===== src/design/area_average_image_scaler_top_defines.svh =====
// assertion macros for the area-average image scaler
`ifndef AREA_AVERAGE_IMAGE_SCALER_TOP_DEFINES_SVH
`define AREA_AVERAGE_IMAGE_SCALER_TOP_DEFINES_SVH

// same-cycle implication, checked at every rising edge outside reset
`define AAIS_ASSERT_NOW(lbl, ante, cons, msg) \
  lbl: assert property (@(posedge clk) disable iff (rst) (ante) |-> (cons)) else $error(msg);

// next-cycle implication
`define AAIS_ASSERT_NEXT(lbl, ante, cons, msg) \
  lbl: assert property (@(posedge clk) disable iff (rst) (ante) |=> (cons)) else $error(msg);

`endif


===== src/design/aais_pkg.sv =====
// shared types and constants of the area-average image scaler
`default_nettype none

package aais_pkg;

  localparam int MAX_WIDTH    = 256;
  localparam int MAX_HEIGHT   = 256;
  localparam int MAX_CHANNELS = 4;

  localparam int COORD_W = 8;
  localparam int VAL_W   = 8;
  localparam int PLANES  = 5;
  localparam int PIX_W   = PLANES * VAL_W;
  localparam int ADDR_W  = $clog2(MAX_WIDTH * MAX_HEIGHT);
  localparam int COL_W   = $clog2(MAX_WIDTH);

  // shared divider sizes
  localparam int DIV_W  = 64;
  localparam int DEN_W  = 17;
  localparam int STEP_W = 7;

  localparam logic [STEP_W-1:0] STEPS_COORD  = 7'd17;
  localparam logic [STEP_W-1:0] STEPS_WEIGHT = 7'd25;
  localparam logic [STEP_W-1:0] STEPS_FINAL  = 7'd64;

  // item kinds
  localparam logic KIND_LOAD    = 1'b0;
  localparam logic KIND_REQUEST = 1'b1;

  // register indexes
  localparam logic [2:0] REG_SRC_WIDTH  = 3'd0;
  localparam logic [2:0] REG_SRC_HEIGHT = 3'd1;
  localparam logic [2:0] REG_DST_WIDTH  = 3'd2;
  localparam logic [2:0] REG_DST_HEIGHT = 3'd3;
  localparam logic [2:0] REG_CHAN_COUNT = 3'd4;

  typedef struct packed {
    logic              start;
    logic [STEP_W-1:0] steps;
    logic [DIV_W-1:0]  num;
    logic [DEN_W-1:0]  den;
  } div_req_t;

  typedef struct packed {
    logic             done;
    logic [DIV_W-1:0] quot;
  } div_rsp_t;

endpackage

`default_nettype wire


===== src/design/aais_div.sv =====
// shared restoring divider, one quotient bit per cycle
`default_nettype none

module aais_div (
  input  wire logic               clk,
  input  wire logic               rst,
  input  wire aais_pkg::div_req_t req,
  output aais_pkg::div_rsp_t      rsp
);

  logic [aais_pkg::DIV_W-1:0]  work;
  logic [aais_pkg::DEN_W-1:0]  rem;
  logic [aais_pkg::STEP_W-1:0] cnt;
  logic                        busy;
  logic                        done;
  logic [aais_pkg::DEN_W:0]    trial;
  logic                        ge;

  // numerator arrives left-aligned, quotient shifts in from the right
  assign trial = {rem, work[aais_pkg::DIV_W-1]};
  assign ge    = trial >= {1'b0, req.den};

  always_ff @(posedge clk) begin
    if (rst) begin
      busy <= 1'b0;
      done <= 1'b0;
    end else begin
      done <= 1'b0;
      if (req.start) begin
        busy <= 1'b1;
        cnt  <= req.steps;
      end else if (busy) begin
        cnt <= cnt - 1'b1;
        if (cnt == 7'd1) begin
          busy <= 1'b0;
          done <= 1'b1;
        end
      end
    end
  end

  always_ff @(posedge clk) begin
    if (req.start) begin
      work <= req.num;
      rem  <= '0;
    end else if (busy) begin
      work <= {work[aais_pkg::DIV_W-2:0], ge};
      if (ge) begin
        rem <= aais_pkg::DEN_W'(trial - {1'b0, req.den});
      end else begin
        rem <= trial[aais_pkg::DEN_W-1:0];
      end
    end
  end

  assign rsp.done = done;
  assign rsp.quot = work;

endmodule

`default_nettype wire


===== config.mk =====
export PLATFORM = sky130hd
export DESIGN_NAME = aais_div
export DESIGN_NICKNAME = d
export VERILOG_FILES = /design/src/design/area_average_image_scaler_top_defines.svh /design/src/design/aais_pkg.sv /design/src/design/aais_div.sv
export SDC_FILE = /design/constraint.sdc
export NUM_CORES = 1
export LEC_CHECK = 0
export ABC_CLOCK_PERIOD_IN_PS = 3820
export BUFFER_PORTS_ARGS = -buffer_cell sky130_fd_sc_hd__buf_2
export CORE_UTILIZATION = 45
export DETAILED_ROUTE_END_ITERATION = 12
export GPL_TIMING_DRIVEN = 1
export PLACE_DENSITY = 0.72
export REMOVE_ABC_BUFFERS = 1
export SETUP_SLACK_MARGIN = 0.15
export SYNTH_ARGS = -nofsm -noshare
export SYNTH_HDL_FRONTEND = slang
export SYNTH_SLANG_ARGS = --single-unit

===== constraint.sdc =====
create_clock -name clk -period 3.82 [get_ports clk]
set_clock_uncertainty 0.15 [all_clocks]
set_input_delay 0.191 -clock clk [delete_from_list [all_inputs] [get_ports clk]]
set_output_delay 0.191 -clock clk [all_outputs]
set_load 0.03 [all_outputs]

Word level (Yosys, flattened, before mapping)
Cells that the tools add are included.

cells by class
  $add $sub $neg = 2
  order comparisons = 1
  equality and inequality tests = 1
  muxes and demuxes = 9
  bitwise operators = 2
  reductions and logical operators = 3

operators by type and width
  kind                                                 number
  2-to-1 mux 64 bit                                    2
  greater-or-equal comparator 18 x 17 -> 1 bit         1
  2-to-1 mux 17 bit                                    1
  subtractor 17 bit                                    1
  2-to-1 mux 7 bit                                     2
  equality test 7 x 1 -> 1 bit, second input constant  1
  subtractor 7 x 1 -> 7 bit, second input constant     1
  2-to-1 mux 1 bit                                     4
  OR reduction 3 bit                                   1
  inverter 1 bit                                       2
  AND reduction 2 bit                                  1
  nonzero test 2 bit                                   1

word-level totals
  register bits after elaboration = 90
  input port bits = 91
  output and inout bits = 65
  logic and storage cells = 23

Longest topological paths before layout
  depth in word-level cells = 4
  depth in mapped cells = 11
  mapped depth without buffers = 10

Worst setup path after synthesis
No wires, ideal clock.

  path kind = register -> register
  start point = register work[63] in the netlist's numbering
  end point = register work[0] in the netlist's numbering, data pin
  library setup time = 0.260 ns
  data arrival time = 2.666 ns
  data required time = 3.410 ns
  slack = 0.744 ns
  stages on the path, launching flop included = 11
  buffers on the path = 1
  period minus slack after synthesis = 3.076 ns
  cells stage by stage = edfxtp_1 -> inv_1 -> ha_1 -> inv_1 -> fa_1 -> a21o_1 -> a221oi_4 -> o21ai_4 -> a211o_2 -> buf_2 -> mux2_2

on the way
  longest elaborated chain between the ends = 3

ends and longest elaborated chain
  what                                          RTL line        RTL
  from (decl)                                   aais_div.sv:11  logic [aais_pkg::DIV_W-1:0] work;
  from (signal assigned)                        aais_div.sv:44  work <= req.num;
  from (signal assigned)                        aais_div.sv:47  work <= {work[aais_pkg::DIV_W-2:0], ge};
  greater-or-equal comparator 18 x 17 -> 1 bit  aais_div.sv:21  assign ge = trial >= {1'b0, req.den};
  2-to-1 mux 64 bit                             aais_div.sv:46  end else if (busy) begin
  2-to-1 mux 64 bit                             aais_div.sv:43  if (req.start) begin

No other way between the ends. The select of a mux whose other input is x is not followed.
A chain may end at the register's enable or synchronous reset.

Worst setup path in the final report
  start point = register work[63] in the netlist's numbering
  end point = register rem[4] in the netlist's numbering

on the way
  longest elaborated chain between the ends = 2
  elaborated cells on any way between the ends = 3
  classes of those cells = 1 x add/sub; 1 x order compare; 1 x mux

ends and longest elaborated chain
  what                                                                                      RTL line                        RTL
  subtractor 17 bit / greater-or-equal comparator 18 x 17 -> 1 bit (equally long branches)  aais_div.sv:49, aais_div.sv:21
  2-to-1 mux 17 bit (*)                                                                     aais_div.sv:48                  if (ge) begin
  to (signal assigned)                                                                      aais_div.sv:49                  rem <= aais_pkg::DEN_W'(trial - {1'b0, req.den});
  to (signal assigned)                                                                      aais_div.sv:51                  rem <= trial[aais_pkg::DEN_W-1:0];
  to (decl)                                                                                 aais_div.sv:12                  logic [aais_pkg::DEN_W-1:0] rem;

Every way passes the cells marked *; elsewhere a longest branch is shown, timed or not.

==> flow_results.xml <==
<?xml version="1.0" encoding="UTF-8"?>
<metrics>
  <group name="run_status">
    <metric name="status" unit="">complete, no violations</metric>
  </group>
  <group name="layout">
    <metric name="drive_gt1_share" unit="%">39.5</metric>
    <metric name="area_delta_synth_final" unit="%">37.8</metric>
    <metric name="insertedDiodeCount" unit="">0</metric>
    <metric name="final_nets" unit="">736</metric>
    <metric name="final_area" unit="µm²">6670</metric>
  </group>
  <group name="logic_synthesis">
    <metric name="netlist_area" unit="µm²">4840</metric>
    <metric name="share_of_synthesized_flip_flops_with_an_asynchronous_set_or_reset" unit="%">0</metric>
    <metric name="synthDominantAreaCellType" unit="">sky130_fd_sc_hd__edfxtp_1</metric>
    <metric name="syn_area_per_cell" unit="µm²">12.0</metric>
    <metric name="yosys.cell_types.count" unit="">58</metric>
    <metric name="ys_dominant_reg_cell" unit="">sky130_fd_sc_hd__edfxtp_1</metric>
    <metric name="ys_seq_area_share" unit="%">51.9</metric>
    <metric name="synth_edf_count" unit="">71</metric>
    <metric name="portion_of_synthesized_cell_area_occupied_by_the_leading_cell_type" unit="%">44.0</metric>
    <metric name="synth.ff_latch_count" unit="">90</metric>
    <metric name="yosys_warnings" unit="">0</metric>
    <metric name="ys_top_cells_by_area" unit="">sky130_fd_sc_hd__edfxtp_1 (44%), sky130_fd_sc_hd__mux2_2 (15%), sky130_fd_sc_hd__dfxtp_1 (7.9%), sky130_fd_sc_hd__ha_1 (4.9%), sky130_fd_sc_hd__nand2_1 (2.5%)</metric>
    <metric name="postSynthCellCount" unit="">402</metric>
  </group>
  <group name="power">
    <metric name="p_int" unit="mW">1.80</metric>
    <metric name="clockPowerShare" unit="%">28.1</metric>
    <metric name="ir_drop" unit="µV">305</metric>
    <metric name="power.leakage" unit="nW">2.83</metric>
    <metric name="total_power_density_per_cell_area" unit="nW/µm²">385</metric>
    <metric name="combPwrFrac" unit="%">24.3</metric>
    <metric name="swShare" unit="%">30.0</metric>
    <metric name="power.net_switching" unit="mW">0.771</metric>
    <metric name="power_frac_seq" unit="%">47.5</metric>
  </group>
  <group name="setup_path">
    <metric name="crit_path_start_kind" unit="">flip-flop</metric>
    <metric name="path_class" unit="">flip-flop to flip-flop</metric>
    <metric name="regToRegStartpoint" unit="">work[63]</metric>
    <metric name="worstPathArrival" unit="ns">3.35</metric>
    <metric name="timing.rr.end" unit="">rem[4]</metric>
    <metric name="crit_path_start" unit="">work[63]</metric>
    <metric name="required" unit="ns">3.93</metric>
    <metric name="worstSetupEndpoint" unit="">rem[4]</metric>
    <metric name="critical_path_peak_fanout" unit="">18</metric>
    <metric name="timing.critical_path.to_type" unit="">flip-flop</metric>
    <metric name="r2r_cells" unit="">10</metric>
    <metric name="timing.reg2reg.setup_slack" unit="ns">0.58</metric>
  </group>
  <group name="timing">
    <metric name="slew-limit-headroom" unit="%">46.9</metric>
    <metric name="timing.final.max_slew_violations" unit="">0</metric>
    <metric name="timing.final.hold_violations" unit="">0</metric>
    <metric name="finalCriticalPeriod" unit="ns">3.24</metric>
    <metric name="setup_tns" unit="ns">0</metric>
    <metric name="worst_max_slew_pin_slew" unit="ns">0.794</metric>
    <metric name="fin_ws" unit="ns">0.582</metric>
    <metric name="grt_setup_unrepaired" unit="">no</metric>
    <metric name="final.period_utilization" unit="%">84.8</metric>
    <metric name="final-setup-viol-count" unit="">0</metric>
    <metric name="max_freq" unit="GHz">0.309</metric>
  </group>
  <group name="cts">
    <metric name="cts_max_path_buffers" unit="">2</metric>
    <metric name="clock-root-buffer" unit="">sky130_fd_sc_hd__clkbuf_8</metric>
    <metric name="clkSinkCount" unit="">90</metric>
    <metric name="cts_tree" unit="">done</metric>
    <metric name="number_of_buffers_inserted_to_repair_setup_after_cts" unit="">0</metric>
    <metric name="htree_num_levels" unit="">3</metric>
    <metric name="clkSlewWorstSetupHoldPaths" unit="ns">0.09</metric>
    <metric name="cts_buffers" unit="">9</metric>
    <metric name="worstSkewPairLatency" unit="ns">0.37</metric>
  </group>
  <group name="drt">
    <metric name="drt_pass1_iterations" unit="">4</metric>
    <metric name="post-route-drc-count" unit="">0</metric>
    <metric name="vias_per_cell" unit="">5.22</metric>
    <metric name="drt_iter0_markers" unit="">219</metric>
    <metric name="routed_wirelength_normalized_by_instance_count" unit="µm">16.3</metric>
    <metric name="ant_nets" unit="">0</metric>
    <metric name="dr_total_vias" unit="">3999</metric>
    <metric name="detail_route.wirelength" unit="mm">12.5</metric>
  </group>
  <group name="global_route">
    <metric name="grt_util_all_layers" unit="%">23.1</metric>
    <metric name="via_count_of_the_first_global_routing_pass" unit="">4036</metric>
    <metric name="largest_net_degree_at_the_start_of_global_routing" unit="">52</metric>
    <metric name="wire_length_of_the_first_global_routing_pass" unit="mm">20.0</metric>
    <metric name="grt_antenna_before_repair" unit="">0</metric>
    <metric name="grt_overflow" unit="">0</metric>
  </group>
  <group name="placed_design">
    <metric name="placedInstanceArea" unit="µm²">5740</metric>
    <metric name="place_congestion" unit="">0.828</metric>
    <metric name="detailedPlace.worstSlack" unit="ns">0.638</metric>
    <metric name="place.port_buffers" unit="">155</metric>
    <metric name="post-dp-hpwl" unit="mm">8.07</metric>
  </group>
  <group name="die">
    <metric name="dieWidth" unit="µm">106</metric>
    <metric name="initial_core_util" unit="%">46.7</metric>
    <metric name="die_y" unit="µm">106</metric>
    <metric name="top_level_ports" unit="">156</metric>
    <metric name="die_area" unit="µm²">11200</metric>
    <metric name="core_area" unit="µm²">10400</metric>
    <metric name="rows" unit="">37</metric>
  </group>
  <group name="run">
    <metric name="cap_viol_max_count" unit="">0</metric>
  </group>
  <group name="hold_path">
    <metric name="min-delay-path-class" unit="">input pin to flip-flop</metric>
  </group>
</metrics>
-- flip-flops by register name, indices dropped and copies added (netlist names) --
signal  count
busy        1
work       64
done        1
cnt         7
rem        17
-- Yosys cell counts, types with 2 or more instances --
master                     number
sky130_fd_sc_hd__o21bai_1       3
sky130_fd_sc_hd__nand3_1        5
sky130_fd_sc_hd__nor2_1        21
sky130_fd_sc_hd__a211oi_1       2
sky130_fd_sc_hd__dfxtp_1       19
sky130_fd_sc_hd__nor3_1         5
sky130_fd_sc_hd__xnor2_1        7
sky130_fd_sc_hd__edfxtp_1      71
sky130_fd_sc_hd__a32oi_1        6
sky130_fd_sc_hd__o21a_1         8
sky130_fd_sc_hd__o21ai_0       21
sky130_fd_sc_hd__nor2b_1        3
sky130_fd_sc_hd__inv_1         23
sky130_fd_sc_hd__o211ai_1       2
sky130_fd_sc_hd__a21o_1         5
sky130_fd_sc_hd__buf_2          2
sky130_fd_sc_hd__nand2b_1       5
sky130_fd_sc_hd__a31oi_1        2
sky130_fd_sc_hd__buf_1          2
sky130_fd_sc_hd__nand4_1        3
sky130_fd_sc_hd__xor2_1         8
sky130_fd_sc_hd__nand2_1       32
sky130_fd_sc_hd__a311oi_1       6
sky130_fd_sc_hd__nor3b_1        2
sky130_fd_sc_hd__or3_1          2
sky130_fd_sc_hd__ha_1          19
sky130_fd_sc_hd__a21oi_1       12
sky130_fd_sc_hd__mux2_2        65
sky130_fd_sc_hd__clkbuf_1      11
sky130_fd_sc_hd__buf_6          2
-- power groups by stage --
stage                     combinational [mW]  clock [mW]  sequential [mW]
final                                  0.625       0.722             1.22
after global routing                   0.671       0.775             1.23
after CTS                              0.619       0.731             1.22
after detailed placement               0.560           0             1.24
after global placement                 0.551           0             1.23
after floorplan                        0.225           0             1.38
-- final cells by class --
type	instances	area [µm²]
fill	795	3700
sequential	90	2510
multi-input combinational	271	2150
timing repair buffer	230	1530
tap	136	170
clock buffer	9	124
clock inverter	7	91.3
inverter	23	86.3
-- layout by cell type, fill, tap and decap left out, types with 6 or more instances in the layout --
master,synthesis,routed
sky130_fd_sc_hd__a311oi_1,6,6
sky130_fd_sc_hd__dlygate4sd3_1,0,72
sky130_fd_sc_hd__buf_2,2,154
sky130_fd_sc_hd__o21ai_0,21,21
sky130_fd_sc_hd__clkbuf_8,0,9
sky130_fd_sc_hd__a21oi_1,12,12
sky130_fd_sc_hd__xor2_1,8,8
sky130_fd_sc_hd__ha_1,19,19
sky130_fd_sc_hd__o21a_1,8,8
sky130_fd_sc_hd__inv_1,23,22
sky130_fd_sc_hd__nor2_1,21,21
sky130_fd_sc_hd__xnor2_1,7,7
sky130_fd_sc_hd__dfxtp_1,19,19
sky130_fd_sc_hd__nand2_1,32,32
sky130_fd_sc_hd__mux2_2,65,65
sky130_fd_sc_hd__a32oi_1,6,6
sky130_fd_sc_hd__edfxtp_1,71,71
-- timing repair --
action / in CTS / in global routing
hold buffers: 72 / 0
gates resized for setup: 0 / 0
endpoints found under the hold margin: 72 / 0
-- worst max-delay path, stage by stage (launching register included) --
cell	delay, ns
sky130_fd_sc_hd__edfxtp_1	0.42
sky130_fd_sc_hd__inv_1	0.08
sky130_fd_sc_hd__ha_1	0.17
sky130_fd_sc_hd__inv_1	0.06
sky130_fd_sc_hd__fa_1	0.39
sky130_fd_sc_hd__a21o_1	0.24
sky130_fd_sc_hd__a221oi_4	0.38
sky130_fd_sc_hd__o21ai_4	0.12
sky130_fd_sc_hd__a211oi_4	0.72
sky130_fd_sc_hd__nand2_1	0.13
sky130_fd_sc_hd__a311oi_1	0.29
-- logic make-up after synthesis --
logic type / count (synthesis) / synth area share, %
DFF: 90 / 51.9
adders and majority gates: 20 / 5.32
buffers and inverters: 41 / 3.62
and+or+nand+nor: 89 / 8.89
xor gates and xnor gates: 15 / 2.71
muxes: 66 / 15.3
AOI/OAI and AO/OA: 81 / 12.2
-- layer usage --
| layer | vias to the layer above | global-route usage [%] | wire length, µm |
|---|---|---|---|
| met5 | - | 0 | 0 |
| met4 | 0 | 8.73 | 200 |
| met3 | 16 | 5.07 | 854 |
| met1 | 1885 | 28.6 | 5210 |
| met2 | 153 | 39.2 | 6240 |
| li1 | 1945 | - | - |
-- stage by stage --
stage	std cells	total power [mW]	util, %	hold WS, ns
4_1_cts	766	2.57	64.3	0.157
5_1_grt	766	2.68	64.3	0.164
2_1_floorplan	384	1.61	-	0.111
3_3_place_gp	678	1.78	55.3	0.225
6_report	766	2.57	64.3	0.175
3_5_place_dp	678	1.80	55.3	0.228
-- worst min path at each step --
stage,start,end,slack [ns],cells after the start
2_1_floorplan,req[88],rem[5],0.11,1
3_3_place_gp,rst,done,0.22,2
3_5_place_dp,rst,done,0.23,2
5_1_grt,req[0],rem[0],0.16,4
4_1_cts,req[0],rem[0],0.16,4
6_report,req[0],rem[0],0.17,4
Note: power is estimated with default switching activity, not from simulation.
